==> config.mk <==
export PLATFORM = sky130hd
export DESIGN_NAME = midi1_bytes_to_ump_top_flat
export DESIGN_NICKNAME = d
export VERILOG_FILES = /design/src/sv/m1ump_pkg.sv /design/src/sv/m1ump_byte_if.sv /design/src/sv/m1ump_pkt_if.sv /design/src/sv/m1ump_front.sv /design/src/sv/m1ump_queue.sv /design/src/sv/m1ump_back.sv /design/src/sv/midi1_bytes_to_ump_top.sv /design/src/flat_wrapper.sv
export SDC_FILE = /design/constraint.sdc
export NUM_CORES = 1
export LEC_CHECK = 0
export BUFFER_PORTS_ARGS = -buffer_cell sky130_fd_sc_hd__buf_4
export CAP_MARGIN = 10
export CORE_ASPECT_RATIO = 1.4
export CORE_MARGIN = 1.5
export CORE_UTILIZATION = 58
export DETAILED_ROUTE_END_ITERATION = 10
export PLACE_DENSITY_LB_ADDON = 0.1
export SYNTH_ARGS = -nofsm -noshare
export SYNTH_HDL_FRONTEND = slang
export SYNTH_HIERARCHICAL = 1
export SYNTH_SLANG_ARGS = --single-unit
==> constraint.sdc <==
create_clock -name clk -period 6.7 [get_ports clk]
set_input_delay 0.67 -clock clk [delete_from_list [all_inputs] [get_ports clk]]
set_output_delay 0.67 -clock clk [all_outputs]
set_load 0.005 [all_outputs]
==> src/sv/m1ump_pkg.sv <==
`timescale 1ns / 1ps
package m1ump_pkg;

  localparam int QUEUE_DEPTH = 2;
  localparam int HOLD_DEPTH  = 6;

  localparam logic [7:0] BYTE_SOX      = 8'hF0;
  localparam logic [7:0] BYTE_SC_F4    = 8'hF4;
  localparam logic [7:0] BYTE_SC_F5    = 8'hF5;
  localparam logic [7:0] BYTE_TUNE_REQ = 8'hF6;
  localparam logic [7:0] BYTE_EOX      = 8'hF7;
  localparam logic [7:0] BYTE_RT_FIRST = 8'hF8;
  localparam logic [7:0] BYTE_RT_F9    = 8'hF9;
  localparam logic [7:0] BYTE_RT_FD    = 8'hFD;

  localparam logic [3:0] MT_SYSTEM  = 4'h1;
  localparam logic [3:0] MT_CHANNEL = 4'h2;
  localparam logic [3:0] MT_SYSEX   = 4'h3;
  localparam logic [3:0] GROUP      = 4'h0;

  localparam logic [3:0] SX_COMPLETE = 4'h0;
  localparam logic [3:0] SX_START    = 4'h1;
  localparam logic [3:0] SX_CONTINUE = 4'h2;
  localparam logic [3:0] SX_END      = 4'h3;

  localparam logic [1:0] WC_SHORT = 2'd1;
  localparam logic [1:0] WC_LONG  = 2'd2;

  localparam logic [31:0] TUNE_REQ_WORD = 32'h10F6_0000;

  typedef enum logic [2:0] {
    CLS_RT,
    CLS_DROP,
    CLS_EOX,
    CLS_SOX,
    CLS_SC_UNDEF,
    CLS_STATUS,
    CLS_DATA
  } byte_cls_t;

  typedef struct packed {
    byte_cls_t  cls;
    logic [7:0] data;
  } q_entry_t;

  function automatic logic [1:0] data_count(input logic [7:0] st);
    logic [1:0] n;
    n = 2'd0;
    if (st[7] && st[7:4] != 4'hF) begin
      n = (st[7:4] == 4'hC || st[7:4] == 4'hD) ? 2'd1 : 2'd2;
    end else if (st == 8'hF1 || st == 8'hF3) begin
      n = 2'd1;
    end else if (st == 8'hF2) begin
      n = 2'd2;
    end
    return n;
  endfunction

endpackage

==> src/sv/m1ump_byte_if.sv <==
`timescale 1ns / 1ps
interface m1ump_byte_if;
  logic       valid;
  logic       ready;
  logic [7:0] midi_byte;

  modport source (output valid, output midi_byte, input ready);
  modport sink (input valid, input midi_byte, output ready);
endinterface

==> src/sv/m1ump_pkt_if.sv <==
`timescale 1ns / 1ps
interface m1ump_pkt_if;
  logic        valid;
  logic        ready;
  logic [1:0]  word_count;
  logic [31:0] first_word;
  logic [31:0] second_word;

  modport source (output valid, output word_count, output first_word,
                  output second_word, input ready);
  modport sink (input valid, input word_count, input first_word,
                input second_word, output ready);
endinterface

==> src/sv/m1ump_front.sv <==
`timescale 1ns / 1ps
module m1ump_front (
  m1ump_byte_if.sink         midi,
  output logic               push_valid,
  input  logic               push_ready,
  output m1ump_pkg::q_entry_t push_entry
);

  m1ump_pkg::byte_cls_t cls;
  logic [7:0]           b;

  assign b = midi.midi_byte;

  always_comb begin
    if (b == m1ump_pkg::BYTE_RT_F9 || b == m1ump_pkg::BYTE_RT_FD) begin
      cls = m1ump_pkg::CLS_DROP;
    end else if (b >= m1ump_pkg::BYTE_RT_FIRST) begin
      cls = m1ump_pkg::CLS_RT;
    end else if (b == m1ump_pkg::BYTE_EOX) begin
      cls = m1ump_pkg::CLS_EOX;
    end else if (b == m1ump_pkg::BYTE_SOX) begin
      cls = m1ump_pkg::CLS_SOX;
    end else if (b == m1ump_pkg::BYTE_SC_F4 || b == m1ump_pkg::BYTE_SC_F5) begin
      cls = m1ump_pkg::CLS_SC_UNDEF;
    end else if (b[7]) begin
      cls = m1ump_pkg::CLS_STATUS;
    end else begin
      cls = m1ump_pkg::CLS_DATA;
    end
  end

  assign push_valid      = midi.valid;
  assign midi.ready      = push_ready;
  assign push_entry.cls  = cls;
  assign push_entry.data = b;

endmodule

==> src/sv/m1ump_queue.sv <==
`timescale 1ns / 1ps
module m1ump_queue #(
  parameter int DEPTH = m1ump_pkg::QUEUE_DEPTH
) (
  input  logic                clk,
  input  logic                rst,
  input  logic                push_valid,
  output logic                push_ready,
  input  m1ump_pkg::q_entry_t push_entry,
  output logic                pop_valid,
  input  logic                pop_ready,
  output m1ump_pkg::q_entry_t pop_entry
);

  localparam int AW = (DEPTH > 1) ? $clog2(DEPTH) : 1;
  localparam int CW = $clog2(DEPTH + 1);

  m1ump_pkg::q_entry_t slots [DEPTH];
  logic [AW-1:0] wr_ptr;
  logic [AW-1:0] rd_ptr;
  logic [CW-1:0] count;
  logic          push;
  logic          pop;

  assign push_ready = (count != CW'(DEPTH));
  assign pop_valid  = (count != '0);
  assign push       = push_valid && push_ready;
  assign pop        = pop_ready && pop_valid;
  assign pop_entry  = slots[rd_ptr];

  always_ff @(posedge clk) begin
    if (push) begin
      slots[wr_ptr] <= push_entry;
    end
  end

  always_ff @(posedge clk) begin
    if (rst) begin
      wr_ptr <= '0;
      rd_ptr <= '0;
      count  <= '0;
    end else begin
      if (push) begin
        wr_ptr <= (wr_ptr == AW'(DEPTH - 1)) ? '0 : wr_ptr + 1'b1;
      end
      if (pop) begin
        rd_ptr <= (rd_ptr == AW'(DEPTH - 1)) ? '0 : rd_ptr + 1'b1;
      end
      if (push && !pop) begin
        count <= count + 1'b1;
      end else if (pop && !push) begin
        count <= count - 1'b1;
      end
    end
  end

endmodule

==> src/sv/m1ump_back.sv <==
`timescale 1ns / 1ps
module m1ump_back (
  input  logic                clk,
  input  logic                rst,
  input  logic                pop_valid,
  output logic                pop_ready,
  input  m1ump_pkg::q_entry_t pop_entry,
  m1ump_pkt_if.source         ump
);

  localparam int HD = m1ump_pkg::HOLD_DEPTH;

  logic [7:0] current_status, current_status_next;
  logic [7:0] running_status, running_status_next;
  logic [2:0] bytes_held, bytes_held_next;
  logic [1:0] bytes_needed, bytes_needed_next;
  logic       in_sysex, in_sysex_next;
  logic       sysex_continued, sysex_continued_next;
  logic [7:0] hold_buffer [HD];

  logic        out_valid;
  logic [1:0]  out_count;
  logic [31:0] out_w0;
  logic [31:0] out_w1;

  logic        pop;
  logic        emit;
  logic [1:0]  emit_count;
  logic [31:0] emit_w0;
  logic [31:0] emit_w1;
  logic        wr_en;
  logic [2:0]  wr_idx;
  logic [7:0]  b;
  logic [7:0]  held_b [HD];
  logic [7:0]  cs;
  logic [1:0]  nd;
  logic [2:0]  h;
  logic [2:0]  h1;
  logic [7:0]  new0;
  logic [7:0]  new1;
  logic [3:0]  sx_kind;

  assign b         = pop_entry.data;
  assign pop_ready = !out_valid || ump.ready;
  assign pop       = pop_valid && pop_ready;

  always_comb begin
    for (int i = 0; i < HD; i++) begin
      held_b[i] = (3'(i) < bytes_held) ? hold_buffer[i] : 8'h00;
    end
  end

  always_comb begin
    current_status_next  = current_status;
    running_status_next  = running_status;
    bytes_held_next      = bytes_held;
    bytes_needed_next    = bytes_needed;
    in_sysex_next        = in_sysex;
    sysex_continued_next = sysex_continued;
    emit       = 1'b0;
    emit_count = m1ump_pkg::WC_SHORT;
    emit_w0    = '0;
    emit_w1    = '0;
    wr_en      = 1'b0;
    wr_idx     = '0;
    sx_kind    = m1ump_pkg::SX_COMPLETE;
    cs   = (current_status == 8'h00) ? running_status : current_status;
    nd   = (current_status == 8'h00) ? m1ump_pkg::data_count(running_status)
                                     : bytes_needed;
    h    = (bytes_held >= 3'(HD)) ? 3'd0 : bytes_held;
    h1   = h + 3'd1;
    new0 = (h == 3'd0) ? b : hold_buffer[0];
    new1 = (h == 3'd1) ? b : hold_buffer[1];

    unique case (pop_entry.cls)
      m1ump_pkg::CLS_RT: begin
        emit    = 1'b1;
        emit_w0 = {m1ump_pkg::MT_SYSTEM, m1ump_pkg::GROUP, b, 16'h0000};
      end
      m1ump_pkg::CLS_DROP: begin
      end
      m1ump_pkg::CLS_EOX: begin
        if (!in_sysex) begin
          current_status_next = '0;
          running_status_next = '0;
          bytes_held_next     = '0;
          bytes_needed_next   = '0;
        end else begin
          in_sysex_next   = 1'b0;
          emit            = 1'b1;
          emit_count      = m1ump_pkg::WC_LONG;
          sx_kind         = sysex_continued ? m1ump_pkg::SX_END
                                            : m1ump_pkg::SX_COMPLETE;
          bytes_held_next = '0;
        end
      end
      m1ump_pkg::CLS_SOX, m1ump_pkg::CLS_SC_UNDEF, m1ump_pkg::CLS_STATUS: begin
        current_status_next  = '0;
        running_status_next  = '0;
        bytes_held_next      = '0;
        bytes_needed_next    = '0;
        in_sysex_next        = (pop_entry.cls == m1ump_pkg::CLS_SOX);
        sysex_continued_next = 1'b0;
        if (pop_entry.cls == m1ump_pkg::CLS_STATUS) begin
          current_status_next = b;
          if (b[7:4] != 4'hF) begin
            running_status_next = b;
          end
          bytes_needed_next = m1ump_pkg::data_count(b);
          if (b == m1ump_pkg::BYTE_TUNE_REQ) begin
            emit    = 1'b1;
            emit_w0 = m1ump_pkg::TUNE_REQ_WORD;
          end
        end
      end
      m1ump_pkg::CLS_DATA: begin
        if (in_sysex) begin
          wr_en = 1'b1;
          if (bytes_held >= 3'(HD)) begin
            emit                 = 1'b1;
            emit_count           = m1ump_pkg::WC_LONG;
            sx_kind              = sysex_continued ? m1ump_pkg::SX_CONTINUE
                                                   : m1ump_pkg::SX_START;
            sysex_continued_next = 1'b1;
            wr_idx               = '0;
            bytes_held_next      = 3'd1;
          end else begin
            wr_idx          = bytes_held;
            bytes_held_next = bytes_held + 3'd1;
          end
        end else begin
          current_status_next = cs;
          bytes_needed_next   = nd;
          if (nd != 2'd0) begin
            wr_en  = 1'b1;
            wr_idx = h;
            if (h1 < {1'b0, nd}) begin
              bytes_held_next = h1;
            end else begin
              emit    = 1'b1;
              emit_w0 = {(cs[7:4] != 4'hF) ? m1ump_pkg::MT_CHANNEL : m1ump_pkg::MT_SYSTEM,
                         m1ump_pkg::GROUP, cs, new0,
                         (nd == 2'd2) ? new1 : 8'h00};
              bytes_held_next     = '0;
              current_status_next = running_status;
              bytes_needed_next   = m1ump_pkg::data_count(running_status);
            end
          end
        end
      end
      default: begin
      end
    endcase

    if (emit_count == m1ump_pkg::WC_LONG) begin
      emit_w0 = {m1ump_pkg::MT_SYSEX, m1ump_pkg::GROUP, sx_kind, 1'b0, bytes_held,
                 held_b[0], held_b[1]};
      emit_w1 = {held_b[2], held_b[3], held_b[4], held_b[5]};
    end
  end

  always_ff @(posedge clk) begin
    if (pop && wr_en) begin
      hold_buffer[wr_idx] <= b;
    end
    if (pop && emit) begin
      out_count <= emit_count;
      out_w0    <= emit_w0;
      out_w1    <= emit_w1;
    end
  end

  always_ff @(posedge clk) begin
    if (rst) begin
      current_status  <= '0;
      running_status  <= '0;
      bytes_held      <= '0;
      bytes_needed    <= '0;
      in_sysex        <= 1'b0;
      sysex_continued <= 1'b0;
      out_valid       <= 1'b0;
    end else begin
      if (pop) begin
        current_status  <= current_status_next;
        running_status  <= running_status_next;
        bytes_held      <= bytes_held_next;
        bytes_needed    <= bytes_needed_next;
        in_sysex        <= in_sysex_next;
        sysex_continued <= sysex_continued_next;
        out_valid       <= emit;
      end else if (ump.ready) begin
        out_valid <= 1'b0;
      end
    end
  end

  assign ump.valid       = out_valid;
  assign ump.word_count  = out_count;
  assign ump.first_word  = out_w0;
  assign ump.second_word = out_w1;

endmodule

==> src/sv/midi1_bytes_to_ump_top.sv <==
// Channel  Dir  Fields                               Request
// midi     in   midi_byte[7:0]                       one raw MIDI 1.0 byte
// ump      out  word_count[1:0] first_word[31:0]     one UMP packet, group 0
//               second_word[31:0]
//
// One byte per cycle sustained while the output is not stalled; a byte taken
// into the queue is popped by the back, which updates its message state and
// registers any packet that the byte completes.
// Reset (rst, synchronous) empties the queue and clears the message state.
// An output stall holds the packet; the queue keeps taking bytes until full.
`timescale 1ns / 1ps
module midi1_bytes_to_ump_top #(
  parameter int QUEUE_DEPTH = m1ump_pkg::QUEUE_DEPTH
) (
  input logic         clk,
  input logic         rst,
  m1ump_byte_if.sink  midi,
  m1ump_pkt_if.source ump
);

  logic                push_valid;
  logic                push_ready;
  m1ump_pkg::q_entry_t push_entry;
  logic                pop_valid;
  logic                pop_ready;
  m1ump_pkg::q_entry_t pop_entry;

  m1ump_front u_front (
    .midi       (midi),
    .push_valid (push_valid),
    .push_ready (push_ready),
    .push_entry (push_entry)
  );

  m1ump_queue #(.DEPTH(QUEUE_DEPTH)) u_queue (
    .clk        (clk),
    .rst        (rst),
    .push_valid (push_valid),
    .push_ready (push_ready),
    .push_entry (push_entry),
    .pop_valid  (pop_valid),
    .pop_ready  (pop_ready),
    .pop_entry  (pop_entry)
  );

  m1ump_back u_back (
    .clk       (clk),
    .rst       (rst),
    .pop_valid (pop_valid),
    .pop_ready (pop_ready),
    .pop_entry (pop_entry),
    .ump       (ump)
  );

endmodule

==> src/flat_wrapper.sv <==
// flat-port wrapper written by rule: the top's interface ports become plain ports
module midi1_bytes_to_ump_top_flat 
#(
  parameter int QUEUE_DEPTH = m1ump_pkg::QUEUE_DEPTH
)
  (clk, rst, midi_valid, midi_midi_byte, midi_ready, ump_valid, ump_word_count, ump_first_word, ump_second_word, ump_ready);
  m1ump_byte_if midi_i ();
  m1ump_pkt_if ump_i ();
  input logic clk;
  input logic rst;
  input wire logic [$bits(midi_i.valid)-1:0] midi_valid;
  input wire logic [$bits(midi_i.midi_byte)-1:0] midi_midi_byte;
  output wire logic [$bits(midi_i.ready)-1:0] midi_ready;
  output wire logic [$bits(ump_i.valid)-1:0] ump_valid;
  output wire logic [$bits(ump_i.word_count)-1:0] ump_word_count;
  output wire logic [$bits(ump_i.first_word)-1:0] ump_first_word;
  output wire logic [$bits(ump_i.second_word)-1:0] ump_second_word;
  input wire logic [$bits(ump_i.ready)-1:0] ump_ready;
  assign midi_i.valid = midi_valid;
  assign midi_i.midi_byte = midi_midi_byte;
  assign midi_ready = midi_i.ready;
  assign ump_valid = ump_i.valid;
  assign ump_word_count = ump_i.word_count;
  assign ump_first_word = ump_i.first_word;
  assign ump_second_word = ump_i.second_word;
  assign ump_i.ready = ump_ready;
  midi1_bytes_to_ump_top #(.QUEUE_DEPTH(QUEUE_DEPTH)) u_core (.clk(clk), .rst(rst), .midi(midi_i), .ump(ump_i));
endmodule
==> out/qor.txt <==
Top delay family on crit path - compound AO/OA/AOI/OAI gates
CTS tree - built
XOR/XNOR Fraction of Synth Area - 0.007595
Switching share of power - 0.3243
Largest family of logic cells by synthesized area - compound AO/OA/AOI/OAI gates
LEAKAGE - 2.979 nW
Synth Area in Adders - 0.009042
R2R depth - 9
Pins Over Slew Limit - 0
Reg-to-reg endpoint - u_core/u_back/ump.first_word[13]
DRC Markers - 0
Crit. Startpoint - u_core/u_back/bytes_held[2]
RSZ-0062 raised after global routing - no
Setup repair bufs after CTS - 0
Hold crit path type - in -> reg
Clk sink count - 159
Worst VDD drop - 0.0002404 V
Rel. slew slack - 0.4939
Finished Cell Area - 8078 sq um
Worst Setup Start Kind - register
TritonCTS Buffers - 17
I/O Buffers - 73
Seq pwr share - 0.431
Final Critical Period - 3.731 ns
Hold path start - midi_midi_byte[5]
Chip Width - 95.31 um
Worst r2r src - u_core/u_back/bytes_held[2]
Dpl hpwl - 9879 um
Post-synthesis mux area share - 0.02803
Comb power frac - 0.234
Fin. Hold Viols - 0
Net Sw Power - 0.9039 mW
Post-CTS Resized - 0
Tcrit/Tclk final - 0.5568
Clock Path Buffers - 2
Top FF cell, synth - edfxtp_1
Initial antenna violation count - 0
Max incr delay on CP - 0.75 ns
Reg2Reg Setup Slack - 2.97 ns
# IOs - 80
Largest net degree at the start of global routing - 61
Busiest grt layer - met2
Cell count after synthesis - 523
Critical Path AT - 3.78 ns
Avg Cell Area, Syn - 13.23 sq um
Die ar. - 12600 sq um
Fin nets - 605
Crit-path cells - a21boi_4 -> ha_1 -> ha_1 -> inv_1 -> a211oi_4 -> o21ai_4 -> or2_1 -> a21oi_4 -> buf_4
Setup Viol. Count Final - 0
Avg Vias per Cell - 6.051
M3 GR Usage - 0.06690
N_diodes - 0
Run status - complete, no violations
Clock slew at reported path FFs - 0.06 ns
Row count - 47
Vias in the first global route - 4271
DRT Pass-1 Iters - 6
Max-Cap Viols - 0
Die Y - 132.2 um
CTS Hold Bufs - 0
Grt total ovfl - 0
Routed via count - 4526
Post-layout utilization of the core - 0.6903
Sum of negative setup slack - 0 ns
Yosys warns - 6
Worst setup EP type - register
Int Pwr - 1.883 mW
Total Power - 2.787 mW
Root Driver - clkbuf_16
Gp weighted congestion - 1.002
Post-synth EDFFs - 130
Worst-Margin Slew - 0.7512 ns
Met2 Use GR - 0.3861
PD cells - 345.0 nW/um^2
WP data required - 6.74 ns
FF+latch count, synth - 159
DP Area - 7501 sq um
Final WS setup - 2.969 ns
Most used cell, CP - ha_1
DRT iter0 DRCs - 374
Synth Cell Area - 6919 sq um
Total track usage - 0.2449
Max Clock Skew - 0.01485 ns
Fraction of layout cells with a size suffix above 1 - 0.2446
Hold path cells - 1
Worst-Skew Late Latency - 0.42 ns
Core footprint - 11700 sq um
Setup CP Type - reg -> reg
Grt met1 use - 0.2913
Starting density of the core - 0.5913
Compound-Gate Fraction of Synth Area - 0.1376
Yosys cell types - 75
Worst slack, placed - 2.961 ns
Simple-Gate Fraction of Synth Area - 0.1316
Wire length of the first global-routing pass - 22610 um
Buf/Inv on CP - 2
H-tree depth - 4
Worst Hold Path EP - u_core/u_queue/slots[0][5]
Hold Slack - 0.4535 ns
Post-DR wirelength/cell - 19.71 um
Remaining antenna violation count after routing - 0
Area delta synth->final - 16.75%
Clock power share - 0.335
FFs w/ async S/R, synth - 0
Layout Cells excl Fill - 748
CP max-delay cell - dfxtp_1
Sequential share of the synthesized area - 0.6481
Routed wire length - 14740 um
Inst Count DP - 716
Critical path fanouts, max - 60
Maximum clock frequency - 268.0 MHz
## power by group through the flow
| stage | clock network (mW) | registers, mW | logic, mW |
|---|---|---|---|
| 2_1_floorplan | 0 | 1.20 | 0.491 |
| 3_3_place_gp | 0 | 1.22 | 0.629 |
| 3_5_place_dp | 0 | 1.22 | 0.636 |
| 4_1_cts | 0.951 | 1.20 | 0.640 |
| 5_1_grt | 0.991 | 1.21 | 0.700 |
| 6_report | 0.933 | 1.20 | 0.653 |
## kinds of logic (layout without fill, tap and decap cells)
| logic type | count (synthesis) | after routing |
|---|---|---|
| muxes | 18 | 18 |
| xor gates and xnor gates | 6 | 6 |
| buffers and inverters | 49 | 122 |
| and+or+nand+nor | 161 | 161 |
| adders and majority gates | 5 | 5 |
| AOI/OAI and AO/OA | 124 | 124 |
| DFF | 159 | 159 |
| other | 1 | 6 |
## registers in the layout (all words and copies together) (netlist names), 2 cells and up, named ones only
| name | cells |
|---|---|
| u_core/u_back/ump.word_count | 2 |
| u_core/u_back/ump.second_word | 32 |
| u_core/u_queue/count | 2 |
| u_core/u_back/current_status | 8 |
| u_core/u_back/ump.first_word | 26 |
| u_core/u_back/running_status | 8 |
| u_core/u_back/hold_buffer | 48 |
| u_core/u_back/bytes_needed | 2 |
| u_core/u_back/bytes_held | 3 |
| u_core/u_queue/slots | 22 |
## cell type report
| cell class | instances | area [sq um] |
|---|---|---|
| Fill cell | 838 | 3625 |
| Sequential cell | 159 | 4484 |
| Multi-Input combinational cell | 320 | 2206 |
| Tap cell | 147 | 183.9 |
| Timing Repair Buffer | 77 | 578.1 |
| Inverter | 13 | 48.80 |
| Clock inverter | 15 | 151.4 |
| Clock buffer | 17 | 425.4 |
## worst max-delay path by stage
stage / to / slack (ns) / depth (start not counted)
CTS: u_core/u_back/ump.first_word[6] / 2.95 / 11
global route: u_core/u_back/ump.first_word[13] / 2.69 / 11
floorplan: u_core/u_back/ump.first_word[0] / 0.93 / 11
detailed placement: u_core/u_back/ump.first_word[3] / 2.96 / 11
finish: u_core/u_back/ump.first_word[13] / 2.97 / 9
global placement: u_core/u_back/ump.first_word[3] / 3.08 / 11
## synthesized netlist by cell type, drive strengths merged (5+ instances only)
cell	instances	area, sq um
buf	23	161.4
dfxtp	29	580.6
a21oi	25	132.6
nor2b	5	31.28
a22oi	12	90.09
and3	14	87.58
edfxtp	130	3904
nand2	32	122.6
clkbuf	13	48.80
nand2b	5	31.28
mux2	11	123.9
nor3	6	41.29
nor2	38	142.6
and2	31	193.9
a31oi	8	50.05
a22o	16	140.1
inv	13	48.80
o21ai	25	140.1
mux2i	7	70.07
ha	5	62.56
## layout by cell type, fill, tap and decap left out, types with 4 or more instances in the layout
master / count
buf_4: 77
a22oi_1: 12
and2_1: 31
a22o_1: 16
edfxtp_1: 130
nor2_1: 38
xor2_1: 4
nor3_1: 5
o21ai_1: 8
a32oi_1: 4
mux2i_1: 7
a31oi_1: 8
clkbuf_16: 17
conb_1: 6
inv_6: 6
mux2_2: 11
and3_1: 14
nand2_1: 31
o21ai_0: 15
inv_1: 13
nor3b_1: 4
dfxtp_1: 29
nor2b_1: 5
a21oi_1: 22
ha_1: 5
nand2b_1: 5
## routing by layer
metal,share of wire,routed length [um]
met5,0,0
met4,0.050,735
met3,0.070,1037
met2,0.51,7473
met1,0.37,5495
Power figures use the tool's default switching activity.
